[config.mk]
export PLATFORM = sky130hd
export DESIGN_NAME = port_based_packet_classifier_core
export DESIGN_NICKNAME = d
export VERILOG_FILES = /design/src/design/pbpc_pkg.sv /design/src/design/pbpc_parser.sv /design/src/design/pbpc_summary_fifo.sv /design/src/design/pbpc_classifier.sv /design/src/design/port_based_packet_classifier_core.sv
export SDC_FILE = /design/constraint.sdc
export NUM_CORES = 1
export LEC_CHECK = 0
export BUFFER_PORTS_ARGS = -buffer_cell sky130_fd_sc_hd__buf_2
export CORE_ASPECT_RATIO = 0.75
export CORE_UTILIZATION = 56
export DETAILED_ROUTE_END_ITERATION = 10
export PLACE_DENSITY = 0.77
export SLEW_MARGIN = 15
export SYNTH_ARGS = -nofsm -noshare
export SYNTH_HDL_FRONTEND = slang
export SYNTH_SLANG_ARGS = --single-unit
[constraint.sdc]
create_clock -name clk -period 5.05 [get_ports clk]
set_clock_uncertainty 0.05 [all_clocks]
set_input_delay 0.7575 -clock clk [delete_from_list [all_inputs] [get_ports clk]]
set_output_delay 0.7575 -clock clk [all_outputs]
set_load 0.01 [all_outputs]
[src/design/pbpc_pkg.sv]
`timescale 1ns / 1ps
`default_nettype none

package pbpc_pkg;

    // Width of the saturating byte counter within a frame.
    localparam int POSITION_BITS = 16;
    localparam int POS_EXT_BITS  = POSITION_BITS + 1;

    // Frame layout.
    localparam int MAC_BYTES     = 14;
    localparam int V6_HEADER     = 40;
    localparam int MIN_FRAME_POS = MAC_BYTES + 20 - 1;
    localparam int V6_PROTO_POS  = MAC_BYTES + 6;
    localparam int V4_PROTO_POS  = MAC_BYTES + 9;
    localparam logic [3:0] IHL_MASK = 4'h0F;

    // IP versions and transport protocols.
    localparam logic [3:0] IP_VERSION_4 = 4'd4;
    localparam logic [3:0] IP_VERSION_6 = 4'd6;
    localparam logic [7:0] PROTO_TCP    = 8'd6;
    localparam logic [7:0] PROTO_UDP    = 8'd17;
    localparam logic [7:0] PROTO_SCTP   = 8'd132;

    // Well-known ports.
    localparam logic [15:0] PORT_HTTP     = 16'd80;
    localparam logic [15:0] PORT_HTTPS    = 16'd443;
    localparam logic [15:0] PORT_DIAMETER = 16'd3868;
    localparam logic [15:0] PORT_GTPC     = 16'd2123;
    localparam logic [15:0] PORT_GTPU     = 16'd2152;
    localparam logic [15:0] PORT_SIP      = 16'd5060;
    localparam logic [15:0] PORT_SIPS     = 16'd5061;
    localparam logic [15:0] PORT_DNS      = 16'd53;

    // Reset values of the RTP range.
    localparam logic [15:0] RTP_LOW_RESET  = 16'd10000;
    localparam logic [15:0] RTP_HIGH_RESET = 16'd20000;

    // Configuration register indexes.
    localparam int CFG_INDEX_BITS = 2;
    localparam logic [CFG_INDEX_BITS-1:0] CFG_RTP_LOW  = 2'd0;
    localparam logic [CFG_INDEX_BITS-1:0] CFG_RTP_HIGH = 2'd1;

    // Traffic class codes.
    typedef enum logic [3:0] {
        CLS_UNKNOWN  = 4'd0,
        CLS_TCP      = 4'd1,
        CLS_UDP      = 4'd2,
        CLS_SCTP     = 4'd3,
        CLS_HTTP     = 4'd4,
        CLS_HTTPS    = 4'd5,
        CLS_DIAMETER = 4'd6,
        CLS_GTPC     = 4'd7,
        CLS_GTPU     = 4'd8,
        CLS_SIP      = 4'd9,
        CLS_RTP      = 4'd10,
        CLS_DNS      = 4'd11
    } class_t;

    // What the parser hands to the classifier for one finished frame.
    typedef struct packed {
        logic        frame_ok;
        logic [7:0]  proto;
        logic        tl_ge4;
        logic        tl_ge8;
        logic        tl_ge20;
        logic [15:0] source_port;
        logic [15:0] dest_port;
    } summary_t;

    // Status of the summary queue head toward the classifier.
    typedef struct packed {
        logic valid;
    } link_t;

endpackage

`default_nettype wire

[src/design/pbpc_parser.sv]
`timescale 1ns / 1ps
`default_nettype none

module pbpc_parser (
    input  wire logic              clk,
    input  wire logic              rst_n,
    input  wire logic              push,
    input  wire logic              sum_full,
    input  wire logic [7:0]        frame_byte,
    input  wire logic              frame_end,
    output logic                   sum_push,
    output pbpc_pkg::summary_t     sum_data
);
    import pbpc_pkg::*;

    localparam logic [POSITION_BITS-1:0] POS_MAX = {POSITION_BITS{1'b1}};

    logic [POSITION_BITS-1:0] pos_reg, pos_next;
    logic [3:0]               ver_reg, ver_next;
    logic [5:0]               hdr_reg, hdr_next;
    logic [7:0]               proto_reg, proto_next;
    logic [15:0]              src_reg, src_next;
    logic [15:0]              dst_reg, dst_next;

    logic                     accept;
    logic                     at_ip_start;
    logic [POS_EXT_BITS-1:0]  pos_ext;
    logic [POS_EXT_BITS-1:0]  hdr_ext;
    logic [POS_EXT_BITS-1:0]  port_start;
    logic [POS_EXT_BITS-1:0]  port_rel;
    logic                     in_ports;

    assign accept      = push && !sum_full;
    assign at_ip_start = (pos_reg == POSITION_BITS'(MAC_BYTES));
    assign pos_ext     = {1'b0, pos_reg};

    // Header fields, including what the current byte writes.
    always_comb
    begin
        ver_next   = ver_reg;
        hdr_next   = hdr_reg;
        proto_next = proto_reg;
        if (at_ip_start)
        begin
            ver_next = frame_byte[7:4];
            if (frame_byte[7:4] == IP_VERSION_6)
                hdr_next = 6'(V6_HEADER);
            else
                hdr_next = {frame_byte[3:0] & IHL_MASK, 2'b00};
        end
        if ((pos_reg == POSITION_BITS'(V6_PROTO_POS) && ver_reg == IP_VERSION_6) ||
            (pos_reg == POSITION_BITS'(V4_PROTO_POS) && ver_reg == IP_VERSION_4))
            proto_next = frame_byte;
    end

    // Transport port capture over the first four transport bytes.
    always_comb
    begin
        hdr_ext    = POS_EXT_BITS'(hdr_next);
        port_start = POS_EXT_BITS'(MAC_BYTES) + hdr_ext;
        port_rel   = pos_ext - port_start;
        in_ports   = (pos_ext >= port_start) && (port_rel < POS_EXT_BITS'(4));
        src_next   = src_reg;
        dst_next   = dst_reg;
        if (in_ports)
        begin
            unique case (port_rel[1:0])
                2'd0:    src_next = {frame_byte, src_reg[7:0]};
                2'd1:    src_next = {src_reg[15:8], frame_byte};
                2'd2:    dst_next = {frame_byte, dst_reg[7:0]};
                default: dst_next = {dst_reg[15:8], frame_byte};
            endcase
        end
    end

    // Frame summary; the transport length is the frame length less MAC and IP headers.
    always_comb
    begin
        sum_data.frame_ok    = (pos_ext >= POS_EXT_BITS'(MIN_FRAME_POS)) &&
                               (ver_next == IP_VERSION_4 || ver_next == IP_VERSION_6);
        sum_data.proto       = proto_next;
        sum_data.tl_ge4      = pos_ext >= hdr_ext + POS_EXT_BITS'(MAC_BYTES + 3);
        sum_data.tl_ge8      = pos_ext >= hdr_ext + POS_EXT_BITS'(MAC_BYTES + 7);
        sum_data.tl_ge20     = pos_ext >= hdr_ext + POS_EXT_BITS'(MAC_BYTES + 19);
        sum_data.source_port = src_next;
        sum_data.dest_port   = dst_next;
    end

    assign sum_push = accept && frame_end;

    // Frame state; everything clears after the last byte.
    always_ff @(posedge clk or negedge rst_n)
    begin
        if (!rst_n)
        begin
            pos_reg   <= '0;
            ver_reg   <= '0;
            hdr_reg   <= '0;
            proto_reg <= '0;
            src_reg   <= '0;
            dst_reg   <= '0;
        end
        else if (accept)
        begin
            if (frame_end)
            begin
                pos_reg   <= '0;
                ver_reg   <= '0;
                hdr_reg   <= '0;
                proto_reg <= '0;
                src_reg   <= '0;
                dst_reg   <= '0;
            end
            else
            begin
                pos_reg   <= pos_next;
                ver_reg   <= ver_next;
                hdr_reg   <= hdr_next;
                proto_reg <= proto_next;
                src_reg   <= src_next;
                dst_reg   <= dst_next;
            end
        end
    end

    // Saturating byte counter.
    assign pos_next = (pos_reg == POS_MAX) ? pos_reg : pos_reg + POSITION_BITS'(1);

endmodule

`default_nettype wire

[src/design/pbpc_summary_fifo.sv]
`timescale 1ns / 1ps
`default_nettype none

module pbpc_summary_fifo (
    input  wire logic               clk,
    input  wire logic               rst_n,
    input  wire logic               wr_en,
    input  wire pbpc_pkg::summary_t wr_data,
    output logic                    full,
    output pbpc_pkg::link_t         rd_link_out,
    input  wire logic               rd_en,
    output pbpc_pkg::summary_t      rd_data
);
    import pbpc_pkg::*;

    summary_t    mem [2];
    logic        wr_ptr_reg;
    logic        rd_ptr_reg;
    logic [1:0]  count_reg, count_next;
    logic        do_wr;
    logic        do_rd;

    assign full              = (count_reg == 2'd2);
    assign rd_link_out.valid = (count_reg != 2'd0);
    assign do_wr             = wr_en && !full;
    assign do_rd             = rd_en && rd_link_out.valid;
    assign rd_data           = mem[rd_ptr_reg];

    // Occupancy after this cycle's transactions.
    always_comb
    begin
        count_next = count_reg;
        if (do_wr && !do_rd)
            count_next = count_reg + 2'd1;
        else if (do_rd && !do_wr)
            count_next = count_reg - 2'd1;
    end

    // Pointers and occupancy.
    always_ff @(posedge clk or negedge rst_n)
    begin
        if (!rst_n)
        begin
            wr_ptr_reg <= 1'b0;
            rd_ptr_reg <= 1'b0;
            count_reg  <= 2'd0;
        end
        else
        begin
            if (do_wr)
                wr_ptr_reg <= !wr_ptr_reg;
            if (do_rd)
                rd_ptr_reg <= !rd_ptr_reg;
            count_reg <= count_next;
        end
    end

    // Entry storage.
    always_ff @(posedge clk)
    begin
        if (do_wr)
            mem[wr_ptr_reg] <= wr_data;
    end

endmodule

`default_nettype wire

[src/design/pbpc_classifier.sv]
`timescale 1ns / 1ps
`default_nettype none

module pbpc_classifier (
    input  wire logic                                clk,
    input  wire logic                                rst_n,
    input  wire pbpc_pkg::link_t                     head_link,
    input  wire pbpc_pkg::summary_t                  head_data,
    output logic                                     head_pop,
    input  wire logic                                cfg_valid,
    output logic                                     cfg_ready,
    input  wire logic [pbpc_pkg::CFG_INDEX_BITS-1:0] cfg_index,
    input  wire logic [15:0]                         cfg_data,
    input  wire logic                                pop,
    output logic                                     empty,
    output logic [3:0]                               traffic_class,
    output logic                                     ports_found,
    output logic [15:0]                              source_port_out,
    output logic [15:0]                              dest_port_out
);
    import pbpc_pkg::*;

    logic [15:0] rtp_low_reg;
    logic [15:0] rtp_high_reg;
    logic        out_valid_reg;
    class_t      class_reg, class_next;
    logic        found_reg, found_next;
    logic [15:0] src_reg, dst_reg;
    logic        load;
    logic [15:0] s;
    logic [15:0] d;

    assign cfg_ready = 1'b1;
    assign s         = head_data.source_port;
    assign d         = head_data.dest_port;

    // Take the next summary when the output register is free or being drained.
    assign load     = head_link.valid && (!out_valid_reg || pop);
    assign head_pop = load;

    // Class decision from protocol, transport length and ports.
    always_comb
    begin
        class_next = CLS_UNKNOWN;
        found_next = 1'b0;
        if (head_data.frame_ok)
        begin
            if (head_data.proto == PROTO_TCP || head_data.proto == PROTO_UDP ||
                head_data.proto == PROTO_SCTP)
                found_next = head_data.tl_ge4;
            if (head_data.proto == PROTO_TCP)
            begin
                class_next = CLS_TCP;
                if (head_data.tl_ge20)
                begin
                    priority if (s == PORT_HTTP || d == PORT_HTTP)
                        class_next = CLS_HTTP;
                    else if (s == PORT_HTTPS || d == PORT_HTTPS)
                        class_next = CLS_HTTPS;
                    else if (s == PORT_DIAMETER || d == PORT_DIAMETER)
                        class_next = CLS_DIAMETER;
                    else
                        class_next = CLS_TCP;
                end
            end
            else if (head_data.proto == PROTO_UDP)
            begin
                class_next = CLS_UDP;
                if (head_data.tl_ge8)
                begin
                    priority if (s == PORT_GTPC || d == PORT_GTPC)
                        class_next = CLS_GTPC;
                    else if (s == PORT_GTPU || d == PORT_GTPU)
                        class_next = CLS_GTPU;
                    else if (s == PORT_SIP || d == PORT_SIP ||
                             s == PORT_SIPS || d == PORT_SIPS)
                        class_next = CLS_SIP;
                    else if ((s >= rtp_low_reg && s <= rtp_high_reg) ||
                             (d >= rtp_low_reg && d <= rtp_high_reg))
                        class_next = CLS_RTP;
                    else if (s == PORT_DNS || d == PORT_DNS)
                        class_next = CLS_DNS;
                    else
                        class_next = CLS_UDP;
                end
            end
            else if (head_data.proto == PROTO_SCTP)
            begin
                class_next = CLS_SCTP;
            end
        end
    end

    // Configuration registers; unused indexes are ignored.
    always_ff @(posedge clk or negedge rst_n)
    begin
        if (!rst_n)
        begin
            rtp_low_reg  <= RTP_LOW_RESET;
            rtp_high_reg <= RTP_HIGH_RESET;
        end
        else if (cfg_valid && cfg_ready)
        begin
            if (cfg_index == CFG_RTP_LOW)
                rtp_low_reg <= cfg_data;
            else if (cfg_index == CFG_RTP_HIGH)
                rtp_high_reg <= cfg_data;
        end
    end

    // Output register valid flag.
    always_ff @(posedge clk or negedge rst_n)
    begin
        if (!rst_n)
            out_valid_reg <= 1'b0;
        else if (load)
            out_valid_reg <= 1'b1;
        else if (pop)
            out_valid_reg <= 1'b0;
    end

    // Output register payload.
    always_ff @(posedge clk)
    begin
        if (load)
        begin
            class_reg <= class_next;
            found_reg <= found_next;
            src_reg   <= found_next ? s : 16'd0;
            dst_reg   <= found_next ? d : 16'd0;
        end
    end

    assign empty           = !out_valid_reg;
    assign traffic_class   = class_reg;
    assign ports_found     = found_reg;
    assign source_port_out = src_reg;
    assign dest_port_out   = dst_reg;

endmodule

`default_nettype wire

[src/design/port_based_packet_classifier_core.sv]
// Throughput: one frame byte per cycle while full is low; one result per cycle may be taken
// at the output. A frame's summary passes through the queue into the output register.
// A two-entry summary queue sits between the byte parser and the classifier output register.
// Reset (rst_n low, asynchronous) clears the byte counter, header fields, queue and output
// valid, and sets the RTP range to 10000 through 20000.
`timescale 1ns / 1ps
`default_nettype none

module port_based_packet_classifier_core (
    input  wire logic                                clk,
    input  wire logic                                rst_n,
    input  wire logic                                push,
    output logic                                     full,
    input  wire logic [7:0]                          frame_byte,
    input  wire logic                                frame_end,
    input  wire logic                                pop,
    output logic                                     empty,
    output logic [3:0]                               traffic_class,
    output logic                                     ports_found,
    output logic [15:0]                              source_port_out,
    output logic [15:0]                              dest_port_out,
    input  wire logic                                cfg_valid,
    output logic                                     cfg_ready,
    input  wire logic [pbpc_pkg::CFG_INDEX_BITS-1:0] cfg_index,
    input  wire logic [15:0]                         cfg_data
);
    import pbpc_pkg::*;

    logic     sum_push;
    summary_t sum_wr;
    summary_t sum_rd;
    link_t    sum_link;
    logic     sum_pop;

    // Front: byte parser.
    pbpc_parser u_parser (
        .clk        (clk),
        .rst_n      (rst_n),
        .push       (push),
        .sum_full   (full),
        .frame_byte (frame_byte),
        .frame_end  (frame_end),
        .sum_push   (sum_push),
        .sum_data   (sum_wr)
    );

    // Queue of finished frame summaries.
    pbpc_summary_fifo u_fifo (
        .clk         (clk),
        .rst_n       (rst_n),
        .wr_en       (sum_push),
        .wr_data     (sum_wr),
        .full        (full),
        .rd_link_out (sum_link),
        .rd_en       (sum_pop),
        .rd_data     (sum_rd)
    );

    // Back: classifier and output register.
    pbpc_classifier u_classifier (
        .clk             (clk),
        .rst_n           (rst_n),
        .head_link       (sum_link),
        .head_data       (sum_rd),
        .head_pop        (sum_pop),
        .cfg_valid       (cfg_valid),
        .cfg_ready       (cfg_ready),
        .cfg_index       (cfg_index),
        .cfg_data        (cfg_data),
        .pop             (pop),
        .empty           (empty),
        .traffic_class   (traffic_class),
        .ports_found     (ports_found),
        .source_port_out (source_port_out),
        .dest_port_out   (dest_port_out)
    );

endmodule

`default_nettype wire

Word-level counts from Yosys, hierarchy flattened
Memories as Yosys holds them, arrays and structs flattened.
Cells that the tools add are included.

storage, ports and cells
  RAM bits = 88
  memories = 1
  output and inout bits = 40
  word-level logic and storage cells = 148
  register bits after elaboration = 140
  input port bits = 32

operators by class
  add/sub/neg operators = 8
  equal/unequal tests = 33
  magnitude comparators = 10
  bitwise logic cells = 1
  reduce and logical (&&, ||, !) cells = 43
  multiplexer cells = 36

memories
  memory      depth  bits a word  rd ports  clocked after Yosys merged registers in  write ports  line                     text
  u_fifo.mem  2      44           1         0                                        1            pbpc_summary_fifo.sv:16  summary_t mem [2];

operator list
  cell                                                                                  count
  16-bit by 12-bit == test with 1-bit output, second input constant                     6
  16-bit 2-to-1 mux                                                                     6
  16-bit by 17-bit greater-or-equal comparator with 1-bit output                        4
  16-bit by 13-bit == test with 1-bit output, second input constant                     4
  16-bit one-hot mux with 2 select lines                                                2
  4-bit 2-to-1 mux                                                                      13
  16-bit by 5-bit == test with 1-bit output, second input constant                      2
  16-bit by 6-bit == test with 1-bit output, second input constant                      2
  16-bit by 7-bit == test with 1-bit output, second input constant                      2
  16-bit by 9-bit == test with 1-bit output, second input constant                      2
  16-bit greater-or-equal comparator                                                    2
  16-bit less-or-equal comparator                                                       2
  4-bit by 3-bit == test with 1-bit output, second input constant                       5
  6-bit 2-to-1 mux                                                                      3
  17-bit by 3-bit less-than comparator with 1-bit output, second input constant         1
  16-bit by 17-bit subtractor with 17-bit output                                        1
  16-bit by 1-bit adder with 16-bit output, second input constant                       1
  16-bit == test, second input constant                                                 1
  16-bit by 4-bit == test with 1-bit output, second input constant                      1
  16-bit by 6-bit greater-or-equal comparator with 1-bit output, second input constant  1
  8-bit 2-to-1 mux                                                                      2
  1-bit logical OR                                                                      15
  6-bit by 5-bit adder with 7-bit output, second input constant                         2
  1-bit logical AND                                                                     13
  20 further kinds                                                                      38

Depth between registers and ports, before layout
An unclocked memory read counts as a cell.

  word-level depth = 11
  depth in mapped cells = 22
  depth with buffers taken out = 19

Cells and area by module
Synthesis repeated with hierarchy kept, for this count alone.

second synthesis, totals
  cell total of the unflattened synthesis = 1193
  area total of the unflattened synthesis = 13499.2 µm²

modules (own cells, without submodules)
  module             cells an instance  area an instance (µm²)  seq. area each (µm²)  instances
  pbpc_parser        595                5326.4                  1651.6                1
  pbpc_classifier    442                4596.9                  1949.4                1
  pbpc_summary_fifo  156                3575.9                  2742.6                1

Worst setup path after synthesis
OpenSTA, ideal clock, no wires.

  path kind = register to register
  start point = register u_parser.pos_reg[8]
  end point = memory u_fifo.mem[0][22] in the netlist's numbering, data pin
  period minus slack after synthesis = 5.583 ns
  required time = 4.738 ns
  arrival = 5.271 ns
  path buffers = 4
  cell stages (with the launch flop) = 21
  slack = -0.533 ns
  library setup time = 0.262 ns
  cell sequence = dfrtp_1 > buf_4 > nor4_4 > nand3_1 > nor4_1 > nor2_1 > nor2_1 > nand2b_1 > nand2_1 > xor2_1 > ha_1 > clkbuf_1 > o21ai_0 > o21ai_0 > mux2i_1 > o2111ai_1 > or4_1 > or4_1 > buf_2 > buf_6 > mux2_4

RTL lines
  item                      line                     text
  start: declaration        pbpc_parser.sv:18        logic [POSITION_BITS-1:0] pos_reg, pos_next;
  start signal: assignment  pbpc_parser.sv:116       pos_reg <= pos_next;
  end: declaration          pbpc_summary_fifo.sv:16

==> results_dict.tcl <==
set metrics [dict create \
    start_util_pct 57.70 \
    worst_pin_slew_ns 1.112 \
    ant_nets 0 \
    path_clk_slew_ns 0.07 \
    path_cells "inv_2, ha_1, nor4b_4, nand4_1, buf_12, buf_2, buf_4, a21oi_4, nand3_1, ha_4, a211oi_2, nand2_1, a2111oi_2, o2111ai_1, or4_4, or4_4, buf_8, mux2_4" \
    insertion_delay_ns 0.51 \
    vias 10280 \
    post-synth-top-count-cell "edfxtp_1" \
    yosys.area.top_type "edfxtp_1" \
    setup_viol 0 \
    ir_worst_vdd_mv 0.2903 \
    clock_sinks 228 \
    ys_ff_latch 228 \
    synthTopCellsByArea "edfxtp_1, dfrtp_1, ha_1" \
    synth_area_mm2 0.01289 \
    ys_dominant_reg_cell "edfxtp_1" \
    cts_buffer_depth 3 \
    fmax_mhz 204.8 \
    die_x_um 177.2 \
    worstPathArrival_ns 5.09 \
    diodes 0 \
    wire_per_inst_um 22.34 \
    ys_warn_count 0 \
    final_cell_area_mm2 0.01485 \
    worstPathMaxFanout 12 \
    min_period_ns 4.882 \
    top_register "u_fifo.mem" \
    rows 47 \
    synthArstFlopShare_pct 45.18 \
    worstHoldPathType "input pin to asynchronous set/reset pin" \
    vias_per_cell 6.385 \
    syn_nets 1316 \
    multi_input_area_mm2 0.006223 \
    fin_crit_sh_pct 96.68 \
    die_h_um 133.4 \
    largest_reg_flops 88 \
    core_area_mm2 0.02235 \
    clock-root-buffer "clkbuf_16" \
    drc 0 \
    io_pins 72 \
    htree_levels 1 \
    final_nets 1427 \
    hold_buffers 0 \
    slew_viol_final 0 \
    die_area_mm2 0.02364 \
    dp_hpwl_um 25540 \
    maxCapViolCount 0 \
    grt_overflow 0 \
    crit_top_cell "or4_4" \
    p_total_mw 6.337 \
    power.density_mw_per_mm2 426.7 \
    antenna_found_initial 0 \
    cp_slowest_cell "or4_4" \
    syn_inst 1190 \
    drive_gt1_share_pct 21.81 \
    placed_cell_area_mm2 0.01394 \
    p_leak_nw 6.635 \
    grt_pass1_wl_um 55430 \
    rsz0062_at_grt "no" \
    cpPeakStageDelay_ns 0.53 \
    status "completed" \
    area_delta_synth_final_pct 15.17 \
    fillers 1656 \
    gp_congestion 0.9897 \
    critPathTopFamily "simple AND/OR/NAND/NOR gates" \
    wl_um 35960 \
    yosysSeqAreaShare_pct 49.19 \
    cp.required_ns 5.26 \
    drtIter0Drc 1501 \
    crit_type "register to register" \
    max_slew_margin_pct 25.85 \
    grt_pass1_vias 9647 \
    hold_viol_final 0 \
    grt_max_degree 76 \
    synth.avg_cell_area_um2 10.84 \
    seq_area_mm2 0.006345 \
    portBuffers 70 \
    cts_inserted_buffers 23 \
    synth-edff-count 125 \
    synth.cells.most_frequent "edfxtp_1, nand2_1, ha_1" \
    cp-end-kind "register" \
    dr.pass1.iters 5 \
    cp-start-kind "register" \
    path_buf_inv 5 \
    synth_top_cell_area_share_pct 29.11 \
    track_usage_pct 30.71 \
    tritoncts "built" \
    ys_types 74 \
]
## cells by family after synthesis
group	after synthesis	synth area share, %
and+or+nand+nor	389	15.19
DFF	228	49.19
AOI/OAI and AO/OA	213	11.59
buffers and inverters	129	3.930
muxes	105	8.849
adders and majority gates	94	9.121
xor gates and xnor gates	31	2.106
other	1	0.02908
## area by class of cell
cell class                      instances  area share (%)
Inverter                               81           2.047
Multi-Input combinational cell        833           41.91
Sequential cell                       228           42.72
Clock inverter                         11          0.9521
Timing Repair Buffer                  134           5.729
Tap cell                              294           2.477
Clock buffer                           29           4.162
## report_power, final
group	internal [mW]	switching [mW]	leakage [nW]
Clock	1.02	0.735	0.355
Sequential	2.27	0.140	2.56
Combinational	0.788	1.39	3.72
Total	4.08	2.26	6.64
## cell usage in the layout (no fill, tap or decap), types with 24 or more instances in the layout
cell type,count
dfrtp_1,92
a21oi_1,42
nand4_1,24
mux2i_1,39
nand2_1,109
o21ai_0,44
nand3_1,40
nor2_1,79
edfxtp_1,125
inv_1,79
ha_1,91
buf_4,62
mux2_2,64
buf_2,70
## worst reg2reg max path: cells and delay by family (launching register included)
kind	cells	cell delay, ns
AO/OA/AOI/OAI	4	0.97
adder cells (fa/ha/maj)	2	0.42
buffers and inverters	5	0.74
flip-flops	1	0.38
multiplexers	1	0.31
AND/OR/NAND/NOR	6	1.74
## metal layers
layer	GRT usage [%]	up-vias	wire length, µm
met5	0	-	0
met4	6.178	0	599
met3	10.07	63	4635
li1	-	4608	-
met1	46.89	4977	15650
met2	42.17	632	15080
## metrics by stage
step                      worst slack [ns]  utilization, %  hold slack (ns)  instances  TNS (ns)
after detailed placement          -0.08139           62.40           0.4264       1564    -2.569
after floorplan                   0.004600               -           0.3974       1190         0
after global placement             0.09662           62.40           0.4233       1564         0
final                               0.1675           66.46           0.3777       1610         0
after global routing              0.009583           66.46           0.4204       1610         0
after CTS                         -0.02261           65.89           0.4044       1605   -0.2074
## worst paths after layout
| check | from | to | slack, ns | depth (start not counted) |
|---|---|---|---|---|
| worst max-delay path | u_parser.pos_reg[0]$_DFFE_PN0P_ | u_fifo.mem[1][23]$_DFFE_PP_ | 0.17 | 18 |
| worst min register to register | u_parser.hdr_reg[1]$_DFFE_PN0P_ | u_parser.hdr_reg[1]$_DFFE_PN0P_ | 0.44 | 1 |
| worst min-delay path | rst_n | u_classifier.rtp_high_reg[8]$_DFFE_PN0P_ | 0.38 | 1 |
| min in group clk | cfg_data[12] | u_classifier.rtp_low_reg[12]$_DFFE_PN0P_ | 0.41 | 3 |
| max in group asynchronous | rst_n | u_parser.src_reg[3]$_DFFE_PN0P_ | 3.53 | 2 |
| worst max register to register | u_parser.pos_reg[0]$_DFFE_PN0P_ | u_fifo.mem[1][23]$_DFFE_PP_ | 0.17 | 18 |
## what timing repair did
| action | in CTS | in global routing |
|---|---|---|
| buffers inserted | 1 | 5 |
| endpoints found under the hold margin | 0 | 0 |
| resized for setup | 4 | 21 |
| pin swaps | 3 | 8 |
| endpoints found under the setup margin | 69 | 96 |
No activity file was read; power rests on OpenSTA's default activity.
